### src/rcrc_pkg.sv
package rcrc_pkg;

	// Record layout
	localparam int CHECKED_BYTES = 86;
	localparam int HDR_LEN       = 6;
	localparam int POS_W         = 8;

	localparam logic [POS_W-1:0] CHK_POS  = POS_W'(CHECKED_BYTES);
	localparam logic [POS_W-1:0] LAST_POS = POS_W'(CHECKED_BYTES + 3);
	localparam logic [POS_W-1:0] HDR_POS  = POS_W'(HDR_LEN);

	typedef enum logic [1:0] {
		ST_OK       = 2'd0,
		ST_SHORT    = 2'd1,
		ST_BAD_HDR  = 2'd2,
		ST_MISMATCH = 2'd3
	} status_t;

	typedef struct packed {
		logic [7:0] data_byte;
		logic       last;
	} byte_beat_t;

	typedef struct packed {
		status_t     status;
		logic [15:0] computed_sum;
		logic [31:0] stored_sum;
	} result_beat_t;

	// one step of the record engine
	typedef struct packed {
		logic         emit;
		result_beat_t beat;
	} rec_result_t;

	// "ANKH" then load address 0x0100, little endian
	function automatic logic [7:0] hdr_byte(input logic [2:0] idx);
		logic [7:0] v;
		unique case (idx)
			3'd0: v = 8'h41;
			3'd1: v = 8'h4E;
			3'd2: v = 8'h4B;
			3'd3: v = 8'h48;
			3'd4: v = 8'h00;
			3'd5: v = 8'h01;
			default: v = 8'h00;
		endcase
		return v;
	endfunction

endpackage

### src/rcrc_term.sv
// next recurrence term, mod 65535 with the 64-bit wrap rule on negatives
module rcrc_term
	import rcrc_pkg::*;
(
	input  logic [POS_W-1:0] pos,
	input  logic [7:0]       data_byte,
	input  logic [15:0]      newer,
	input  logic [15:0]      older,
	output logic [15:0]      term
);

	logic [7:0]  alpha;
	logic [7:0]  beta;
	logic [8:0]  coef;
	logic [24:0] x;
	logic [24:0] y;
	logic        neg;
	logic [24:0] mag;
	logic [16:0] fold;
	logic [15:0] r;

	// 17*pos and 31*pos, low byte only
	assign alpha = pos + {pos[3:0], 4'b0000};
	assign beta  = {pos[2:0], 5'b00000} - pos;
	assign coef  = {1'b0, data_byte} + {1'b0, alpha};

	assign x = 25'(coef * newer);
	assign y = 25'(beta * older);

	assign neg = x < y;
	assign mag = neg ? (y - x) : (x - y);

	// 2^16 == 1 mod 65535; sum stays below twice the modulus
	assign fold = {8'b0, mag[24:16]} + {1'b0, mag[15:0]};
	assign r    = (fold >= 17'd65535) ? 16'(fold - 17'd65535) : fold[15:0];

	always_comb begin
		if (!neg) begin
			term = r;
		end else if (r == 16'd0) begin
			term = 16'd1;
		end else if (r == 16'd1) begin
			term = 16'd0;
		end else begin
			term = ~r + 16'd1;
		end
	end

endmodule

### src/rcrc_rec.sv
// record state: position, terms, header flag, stored sum, discard
module rcrc_rec
	import rcrc_pkg::*;
(
	input  logic        clk,
	input  logic        arst_n,
	input  byte_beat_t  beat,
	input  logic        adv,
	output rec_result_t res
);

	logic [POS_W-1:0] pos_q, pos_d;
	logic [15:0]      older_q, older_d;
	logic [15:0]      newer_q, newer_d;
	logic             hdr_good_q, hdr_good_d;
	logic [31:0]      acc_q, acc_d;
	logic             discard_q, discard_d;
	logic [15:0]      term;
	logic [POS_W-1:0] sum_idx;

	rcrc_term u_term (
		.pos       (pos_q),
		.data_byte (beat.data_byte),
		.newer     (newer_q),
		.older     (older_q),
		.term      (term)
	);

	assign sum_idx = pos_q - CHK_POS;

	always_comb begin
		pos_d      = pos_q;
		older_d    = older_q;
		newer_d    = newer_q;
		hdr_good_d = hdr_good_q;
		acc_d      = acc_q;
		discard_d  = discard_q;
		res        = '0;

		if (discard_q) begin
			if (beat.last) begin
				discard_d = 1'b0;
			end
		end else begin
			hdr_good_d = hdr_good_q &&
				!(pos_q < HDR_POS && beat.data_byte != hdr_byte(pos_q[2:0]));

			if (pos_q < CHK_POS) begin
				if (pos_q == '0) begin
					older_d = 16'd1;
					newer_d = 16'(beat.data_byte) + 16'd7;
				end else begin
					older_d = newer_q;
					newer_d = term;
				end
			end else begin
				acc_d = acc_q | (32'(beat.data_byte) << {sum_idx[1:0], 3'b000});
			end

			pos_d = pos_q + POS_W'(1);

			if (pos_q == LAST_POS) begin
				res.emit              = 1'b1;
				res.beat.computed_sum = newer_q;
				res.beat.stored_sum   = acc_d;
				priority if (!hdr_good_d) begin
					res.beat.status = ST_BAD_HDR;
				end else if (acc_d == 32'(newer_q)) begin
					res.beat.status = ST_OK;
				end else begin
					res.beat.status = ST_MISMATCH;
				end
				discard_d = !beat.last;
			end else if (beat.last) begin
				res.emit        = 1'b1;
				res.beat.status = ST_SHORT;
			end

			if (res.emit) begin
				pos_d      = '0;
				older_d    = 16'd1;
				newer_d    = 16'd1;
				hdr_good_d = 1'b1;
				acc_d      = '0;
			end
		end
	end

	always_ff @(posedge clk or negedge arst_n) begin
		if (!arst_n) begin
			pos_q      <= '0;
			older_q    <= 16'd1;
			newer_q    <= 16'd1;
			hdr_good_q <= 1'b1;
			acc_q      <= '0;
			discard_q  <= 1'b0;
		end else if (adv) begin
			pos_q      <= pos_d;
			older_q    <= older_d;
			newer_q    <= newer_d;
			hdr_good_q <= hdr_good_d;
			acc_q      <= acc_d;
			discard_q  <= discard_d;
		end
	end

	a_pos_range: assert property (@(posedge clk) disable iff (!arst_n)
		pos_q <= LAST_POS)
		else $error("record position ran past the trailer");

	a_discard_quiet: assert property (@(posedge clk) disable iff (!arst_n)
		discard_q |-> !res.emit)
		else $error("result produced while discarding");

	a_emit_clears: assert property (@(posedge clk) disable iff (!arst_n)
		adv && res.emit |=> pos_q == '0 && hdr_good_q && acc_q == '0)
		else $error("record state not cleared after result");

	a_tail_discard: assert property (@(posedge clk) disable iff (!arst_n)
		adv && res.emit && res.beat.status != ST_SHORT && !beat.last |=> discard_q)
		else $error("trailing bytes not discarded");

endmodule

### src/rcrc_out.sv
// result register, holds while the receiver stalls
module rcrc_out
	import rcrc_pkg::*;
(
	input  logic         clk,
	input  logic         arst_n,
	input  logic         load,
	input  result_beat_t load_beat,
	output logic         free,
	output logic         result_valid,
	input  logic         result_stall,
	output result_beat_t result_data
);

	logic         valid_q;
	result_beat_t data_q;

	assign free         = !valid_q || !result_stall;
	assign result_valid = valid_q;
	assign result_data  = data_q;

	always_ff @(posedge clk or negedge arst_n) begin
		if (!arst_n) begin
			valid_q <= 1'b0;
		end else if (load) begin
			valid_q <= 1'b1;
		end else if (!result_stall) begin
			valid_q <= 1'b0;
		end
	end

	always_ff @(posedge clk) begin
		if (load) begin
			data_q <= load_beat;
		end
	end

endmodule

### src/recurrence_checksum_record_check_unit.sv
// Record checker with a three-term recurrence checksum.
//
// Input channel byte_valid / byte_stall / byte_data carries one record byte
// per beat, with a last flag on the final byte of the incoming record.
// Output channel result_valid / result_stall / result_data carries one status
// beat per record: ok, short record, bad header or checksum mismatch, plus
// the computed 16-bit sum and the 32-bit stored trailer sum.
//
// Throughput: one byte per cycle, unless a byte that makes a result has to
// wait for a stalled result register. The recurrence term, the header
// compare and the trailer assembly for a byte are all done combinationally
// between the input register and the result register; that multiply,
// subtract and mod-65535 fold is the path that sets the clock. A result is
// registered as the completing or early last byte leaves the input register.
//
// Reset (arst_n low) empties both registers and returns the record state to
// the start of a record, not discarding.
// When the receiver stalls, the result is held; bytes that produce no result
// keep flowing, and a byte that would produce a second result waits in the
// input register, which then stalls the sender.
module recurrence_checksum_record_check_unit
	import rcrc_pkg::*;
(
	input  logic         clk,
	input  logic         arst_n,
	input  logic         byte_valid,
	output logic         byte_stall,
	input  byte_beat_t   byte_data,
	output logic         result_valid,
	input  logic         result_stall,
	output result_beat_t result_data
);

	logic        valid_s1;
	byte_beat_t  beat_s1;
	rec_result_t res;
	logic        out_free;
	logic        adv;

	// The byte in the input register moves on unless it makes a result and
	// the result register is still occupied.
	assign adv        = valid_s1 && (!res.emit || out_free);
	assign byte_stall = valid_s1 && !adv;

	always_ff @(posedge clk or negedge arst_n) begin
		if (!arst_n) begin
			valid_s1 <= 1'b0;
		end else if (!byte_stall) begin
			valid_s1 <= byte_valid;
		end
	end

	always_ff @(posedge clk) begin
		if (!byte_stall && byte_valid) begin
			beat_s1 <= byte_data;
		end
	end

	rcrc_rec u_rec (
		.clk    (clk),
		.arst_n (arst_n),
		.beat   (beat_s1),
		.adv    (adv),
		.res    (res)
	);

	rcrc_out u_out (
		.clk          (clk),
		.arst_n       (arst_n),
		.load         (adv && res.emit),
		.load_beat    (res.beat),
		.free         (out_free),
		.result_valid (result_valid),
		.result_stall (result_stall),
		.result_data  (result_data)
	);

endmodule

### config.mk
export PLATFORM = sky130hd
export DESIGN_NAME = recurrence_checksum_record_check_unit
export DESIGN_NICKNAME = d
export VERILOG_FILES = /design/src/rcrc_pkg.sv /design/src/rcrc_term.sv /design/src/rcrc_rec.sv /design/src/rcrc_out.sv /design/src/recurrence_checksum_record_check_unit.sv
export SDC_FILE = /design/constraint.sdc
export NUM_CORES = 1
export LEC_CHECK = 0
export ABC_AREA = 1
export BUFFER_PORTS_ARGS = -buffer_cell sky130_fd_sc_hd__buf_4
export CORE_MARGIN = 2
export CORE_UTILIZATION = 55
export DETAILED_ROUTE_END_ITERATION = 8
export PLACE_DENSITY = 0.82
export SYNTH_ARGS = -nofsm -noshare
export SYNTH_HDL_FRONTEND = slang
export SYNTH_HIERARCHICAL = 1
export SYNTH_SLANG_ARGS = --single-unit
### constraint.sdc
create_clock -name clk -period 10.7 [get_ports clk]
set_clock_uncertainty 0.1 [all_clocks]
set_input_delay 2.675 -clock clk [delete_from_list [all_inputs] [get_ports clk]]
set_output_delay 2.675 -clock clk [all_outputs]
set_load 0.02 [all_outputs]
==> results of run 1 <==
==> layout make-up <==
| type | instances | area [µm²] | area share |
|---|---|---|---|
| well taps | 461 | 577 | 0.0225 |
| clock buffers | 19 | 443 | 0.0173 |
| flip-flops and latches | 135 | 3680 | 0.143 |
| inverters | 578 | 2190 | 0.0852 |
| repair buffers | 520 | 4030 | 0.157 |
| multi-input cells | 1917 | 14600 | 0.568 |
| clock inverters | 13 | 179 | 0.00697 |
==> cell usage in the layout (no fill, tap or decap), types with 6 or more instances in the layout <==
cell	n
a21o_1	6
edfxtp_1	59
nand2_2	70
nand3_2	17
or2_4	7
nor2_1	296
a32o_1	14
nand4_1	19
buf_6	16
dfrtp_1	69
nand2_4	19
xnor2_1	15
o21bai_1	13
inv_1	536
nor2_2	17
fa_1	183
nand2_1	508
nor3_1	24
nand3_1	132
ha_1	143
clkbuf_16	17
o21ai_2	15
buf_4	498
a31oi_1	6
inv_2	35
o21ai_0	61
o21ai_1	22
xor2_1	67
nor2_4	22
a211oi_1	16
ha_4	24
a21oi_2	31
a21oi_1	93
==> per-layer routing <==
metal | vias up | GRT usage | part of all wire
li1 | 9277 | - | -
met1 | 9662 | 0.422 | 0.38
met2 | 1049 | 0.604 | 0.48
met3 | 282 | 0.0521 | 0.080
met4 | 0 | 0.197 | 0.064
met5 | - | 0 | 0
==> stage by stage <==
step / instances / hold slack, ns / TNS [ns] / instance area, µm²
2_1_floorplan: 2702 / 0.364 / -0.463 / 20100
3_3_place_gp: 3527 / 0.382 / -9.75 / 23600
3_5_place_dp: 3527 / 0.400 / -13.28 / 23600
4_1_cts: 3614 / 0.414 / -4.96 / 25100
5_1_grt: 3643 / 0.428 / -24.79 / 25700
6_report: 3643 / 0.408 / -17.13 / 25700
==> what timing repair did <==
item,in CTS,in global routing
pin swaps,109,116
setup buffers,54,30
gates resized for setup,124,94
cloned,1,0
hold endpoints to repair,0,0
endpoints found under the setup margin,16,16
==> cell usage after synthesis, drive strengths merged <==
cell type | number | area (µm²)
a211oi | 16 | 120
a21boi | 5 | 37.5
a21o | 6 | 45.0
a21oi | 128 | 731
a22oi | 2 | 15.0
a31o | 3 | 26.3
a31oi | 6 | 37.5
a32o | 14 | 140
and2 | 2 | 12.5
buf | 25 | 185
clkbuf | 47 | 176
clkinv | 1 | 3.75
dfrtp | 73 | 1830
dfstp | 3 | 78.8
edfxtp | 59 | 1770
fa | 188 | 3760
ha | 168 | 2100
inv | 577 | 2170
mux2i | 1 | 10.0
nand2 | 599 | 2360
nand2b | 1 | 6.26
nand3 | 153 | 801
nand3b | 2 | 15.0
nand4 | 19 | 119
nor2 | 335 | 1350
nor3 | 30 | 155
o2111ai | 5 | 43.8
o211ai | 5 | 37.5
o21a | 2 | 15.0
o21ai | 101 | 505
o21bai | 15 | 113
o22ai | 3 | 18.8
o311a | 1 | 10.0
o311ai | 1 | 8.76
o31ai | 2 | 15.0
o32ai | 2 | 17.5
o41ai | 2 | 17.5
or2 | 10 | 62.6
xnor2 | 18 | 158
xor2 | 72 | 631
==> path summary, 6_finish.rpt <==
path                                                endpoint  slack [ns]
worst min register to register   u_rec/discard_q$_DFFE_PN0P_        0.41
max in group asynchronous         u_rec/pos_q[4]$_DFFE_PN0P_        7.35
min in group asynchronous         u_rec/acc_q[8]$_DFFE_PN0P_        2.05
worst min-delay path             u_rec/discard_q$_DFFE_PN0P_        0.41
worst max register to register  u_rec/newer_q[0]$_DFFE_PN1P_       -1.18
worst max-delay path            u_rec/newer_q[0]$_DFFE_PN1P_       -1.18
==> flip-flops by register name (all words and copies together) (netlist names), 8 cells and up <==
register and flops:
u_rec/older_q 16, beat_s1 9, u_rec/acc_q 32, u_rec/newer_q 16, u_rec/pos_q 8, u_out/result_data 50
==> logic make-up (layout without fill, tap and decap cells) <==
logic type | Yosys count | count (layout) | synth area share
simple gates | 1151 | 1151 | 0.248
buf+inv | 650 | 1130 | 0.128
fa+ha+maj | 356 | 356 | 0.298
compound gates | 319 | 319 | 0.0992
flops | 135 | 135 | 0.187
xor+xnor | 90 | 90 | 0.0400
mux | 1 | 1 | 0.000508
==> worst max-delay path, delay by kind of cell, from the launching register on <==
family | cells | cell delay, ns
xor gates and xnor gates | 3 | 0.61
adders and majority gates | 11 | 4.05
DFF | 1 | 0.42
buffers and inverters | 16 | 1.60
AOI/OAI and AO/OA | 15 | 2.20
and+or+nand+nor | 27 | 2.82
==> results.ini, run 1 <==
[synthesis]
ys_ff_latch=135
seq_area_frac_synth=0.187
netlist_area_um2=19700
avgSynthCellArea_um2=7.29
ys_warn_count=6
synth_cell_types=55
syn_inst=2702
syn_nets=3071

[hold_path]
worstHoldStart=beat_s1[0]$_DFFE_PP_
hold_path.class=reg2reg
whs_path_depth=1

[clock_network]
numCtsBuffers=17
htree_num_levels=4
root_buffer=clkbuf_16
clk_latency_ns=0.43
tritoncts=built
clockBufferDepth=2
postCtsHoldBufs=0
path_clk_slew_ns=0.06
clock_sinks=135

[global_route]
first_global_vias=20900
grt_pass1_wl_um=105000
grt_usage=0.351
grt_max_degree=53
gr-total-overflow=0
antenna_found_initial=0

[critical_path]
end_kind=register
worstPathRequired_ns=10.95
slowest_stage=fa_1
crit_path_max_incr_delay_ns=0.57
critPathKind=reg2reg
crit_arrival_ns=12.12
crit_path_start_kind=register
worst-path-max-fanout=6
reg2regPathDepth=72
reg2reg_from=u_rec/pos_q[0]$_DFFE_PN0P_
critPathLaunch=u_rec/pos_q[0]$_DFFE_PN0P_

[sta]
setup_viol=16
min_period_over_period=1.11
finalWorstSetupSlack_ns=-1.18
drv_slew=0
rsz0062_at_grt=true
period_minus_slack_ns=11.88
tightest_slew_ns=0.852
fmax_mhz=84.2
slew_headroom=0.430
finalHoldViolations=0

[final_layout]
post-route-util=0.725
drive_above_1_share=0.271
area.growth.synth_to_final_pct=30.3
diodes=0
finalNetCount=3538
num-fill-cells=2570

[drt]
num_vias=20300
ant_nets=0
wire_per_inst_um=18.3
first_iter_violations=1757
wirelength_um=66700
first_pass_iters=6
viasPerCell=5.56
drcViolationCount=0

[run_status]
violations=negative setup slack
status=complete, but fails checks

[placed_design]
dp_hpwl_um=51000
portBuffers=64
post-place-ws_ns=-0.980
gp_congestion=1.08

[floorplanning]
ioPinCount=65
core_area_um2=35400
dieArea_um2=37400
rows=69
initial_utilization=0.557
chipWidth_um=193
die_y_um=193

[run]
maxCapViolCount=0

Power of run 1 is left out: the tool's default activity adds up to more than one toggle a clock period on the data nets, which glitch-free logic cannot reach.
==> inputs of run 2 (changes only) <==
--- a/config.mk
+++ b/config.mk
@@ -5,7 +5,6 @@
 export SDC_FILE = /design/constraint.sdc
 export NUM_CORES = 1
 export LEC_CHECK = 0
-export ABC_AREA = 1
 export BUFFER_PORTS_ARGS = -buffer_cell sky130_fd_sc_hd__buf_4
 export CORE_MARGIN = 2
 export CORE_UTILIZATION = 55
==> run 2 against run 1 <==
Effect of this change: the run still ends with negative setup slack left; synthesized area down 0.83%; critical path depth shrank 12; design area rose by 0.95%; clock-buffer cell count rose by 1; worst hold slack improved by 0.011 ns; register-to-register slack lost 0.49 ns; largest cell class unchanged; highest routed layer unchanged.
==> results.ini, run 2 <==
[synthesis]
netlist_area_um2=19500
postSynth.asyncResetShare=0.563
synth_top_cell_by_area=fa_1
syn_inst=2300
ys_warn_count=6
synth_edf_count=59
synth.top_cells.by_area=fa_1 19%, ha_1 11%, dfrtp_1 9.3%
synthTopCellsByCount=314 x inv_1, 222 x nand2_1, 188 x fa_1
synth_cell_types=92
seq_area_frac_synth=0.188
yosysMostFrequentCell=inv_1
syn_nets=2669
synth_top_cell_area_share=0.193
synthFlopType=dfrtp_1
avgSynthCellArea_um2=8.50
ys_ff_latch=135

[global_route]
grt_pass1_wl_um=106000
grt_usage=0.367
grt_max_degree=77
first_global_vias=20100
gr-total-overflow=0
antenna_found_initial=1

[final_layout]
seq_area_um2=3680
drive_above_1_share=0.294
num-fill-cells=2438
largest_reg_flops=50
area.growth.synth_to_final_pct=32.6
design_area_um2=25900
multi_input_comb_area_um2=15400
final_cell_mix=567 x buf_4, 312 x inv_1, 218 x nand2_1, 183 x fa_1, 165 x and2_1
layout_commonest_cell=buf_4
finalNetCount=3188

[placed_design]
dp_hpwl_um=52200
gp_congestion=0.985
dpl_cell_area_um2=23900
portBuffers=64

[run_status]
status=complete, but fails checks
violations=negative setup slack

[sta]
slew_headroom=0.181
period_minus_slack_ns=12.37
tightest_slew_ns=1.22
finalHoldViolations=0
setup_viol=16
min_period_over_period=1.16
rsz0062_at_grt=true
drv_slew=0
fmax_mhz=80.8
finalWorstSetupSlack_ns=-1.67
timing.hold.ws_ns=0.419

[critical_path]
critPathKind=reg2reg
crit_path_start_kind=register
worst-path-max-fanout=7
crit_arrival_ns=12.62
end_kind=register
slowest_stage=fa_1
crit_path_max_incr_delay_ns=0.49
worstPathRequired_ns=10.95

[run]
maxCapViolCount=0

[clock_network]
postCtsHoldBufs=0
numCtsBuffers=17
path_clk_slew_ns=0.06
tritoncts=built
clockBufferDepth=2
clk_latency_ns=0.45
clock_sinks=135
htree_num_levels=4
root_buffer=clkbuf_16

[floorplanning]
initial_utilization=0.553
die_y_um=192
dieArea_um2=37100
chipWidth_um=192
core_area_um2=35300
ioPinCount=65
rows=69

[drt]
drcViolationCount=0
viasPerCell=6.11
num_vias=20100
first_iter_violations=2141
wire_per_inst_um=21.4
first_pass_iters=7
wirelength_um=70600
ant_nets=0

[hold_path]
hold_path.class=reg2reg

run 2: changes by cell type after synthesis, sizes merged, moves of 35 or more:
cell,before,now
a21o,6,51
nand3,153,29
nand2,599,222
nor2,335,156
nand2b,1,37
xor2,72,37
and2,2,170
xnor2,18,70
a21oi,128,182
inv,577,314
run 2: through the flow:
stage | setup TNS [ns] | worst slack (ns) | instances | util
after floorplan | -19.84 | -1.37 | 2300 | -
after global placement | -21.10 | -1.41 | 3201 | 0.676
after detailed placement | -28.63 | -1.88 | 3201 | 0.676
after CTS | -20.51 | -1.36 | 3269 | 0.710
after global routing | -33.32 | -2.15 | 3293 | 0.734
final | -25.66 | -1.67 | 3294 | 0.734
run 2: repair_timing:
item,in CTS,in global routing
setup buffers,36,25
gates resized for setup,80,117
setup endpoints to repair,16,16
pin swaps,63,104
gates cloned,1,0
run 2: cells by family (layout without fill, tap and decap cells):
family,after synthesis,count (layout),synth area share
AO/OA/AOI/OAI,527,527,0.181
XOR/XNOR,107,107,0.0480
adder cells (fa/ha/maj),356,356,0.300
buffers and inverters,399,930,0.0780
flip-flops,135,135,0.188
multiplexers,17,17,0.00909
other,0,1,0
AND/OR/NAND/NOR,759,760,0.195
run 2: layout make-up:
type	instances	area share
Multi-Input combinational cell	1767	0.596
Timing Repair Buffer	584	0.172
Sequential cell	135	0.142
Inverter	314	0.0455
Tap cell	461	0.0223
Clock buffer	20	0.0177
Clock inverter	12	0.00444
Antenna cell	1	0.0000966
run 2: per-layer routing:
metal,routed length [µm],track usage,up-vias
li1,-,-,8770
met1,27100,0.479,9823
met2,33100,0.593,1255
met3,7250,0.0931,293
met4,3090,0.130,0
met5,0,0,-
run 2: worst max-delay path, delay by kind of cell, from the launching register on:
family,cells,cell delay (ns)
flops,1,0.41
compound gates,27,5.17
fa+ha+maj,8,2.94
xor+xnor,3,0.40
simple gates,10,1.22
mux,2,0.69
buf+inv,10,1.34
run 2: final timing paths:
kind                       depth (start not counted)                             end                    startpoint  slack [ns]
setup / recovery                                  60    u_rec/newer_q[8]$_DFFE_PN0P_    u_rec/pos_q[2]$_DFFE_PN0P_       -1.67
hold / removal                                     2    u_rec/hdr_good_q$_DFFE_PN1P_  u_rec/hdr_good_q$_DFFE_PN1P_        0.42
setup reg to reg                                  60    u_rec/newer_q[8]$_DFFE_PN0P_    u_rec/pos_q[2]$_DFFE_PN0P_       -1.67
hold reg to reg                                    2    u_rec/hdr_good_q$_DFFE_PN1P_  u_rec/hdr_good_q$_DFFE_PN1P_        0.42
max in group asynchronous                          1      u_rec/pos_q[0]$_DFFE_PN0P_                        arst_n        7.44
min in group asynchronous                          1  u_out/result_valid$_DFFE_PN0P_                        arst_n        2.30
Power of run 2 is left out for the same reason.
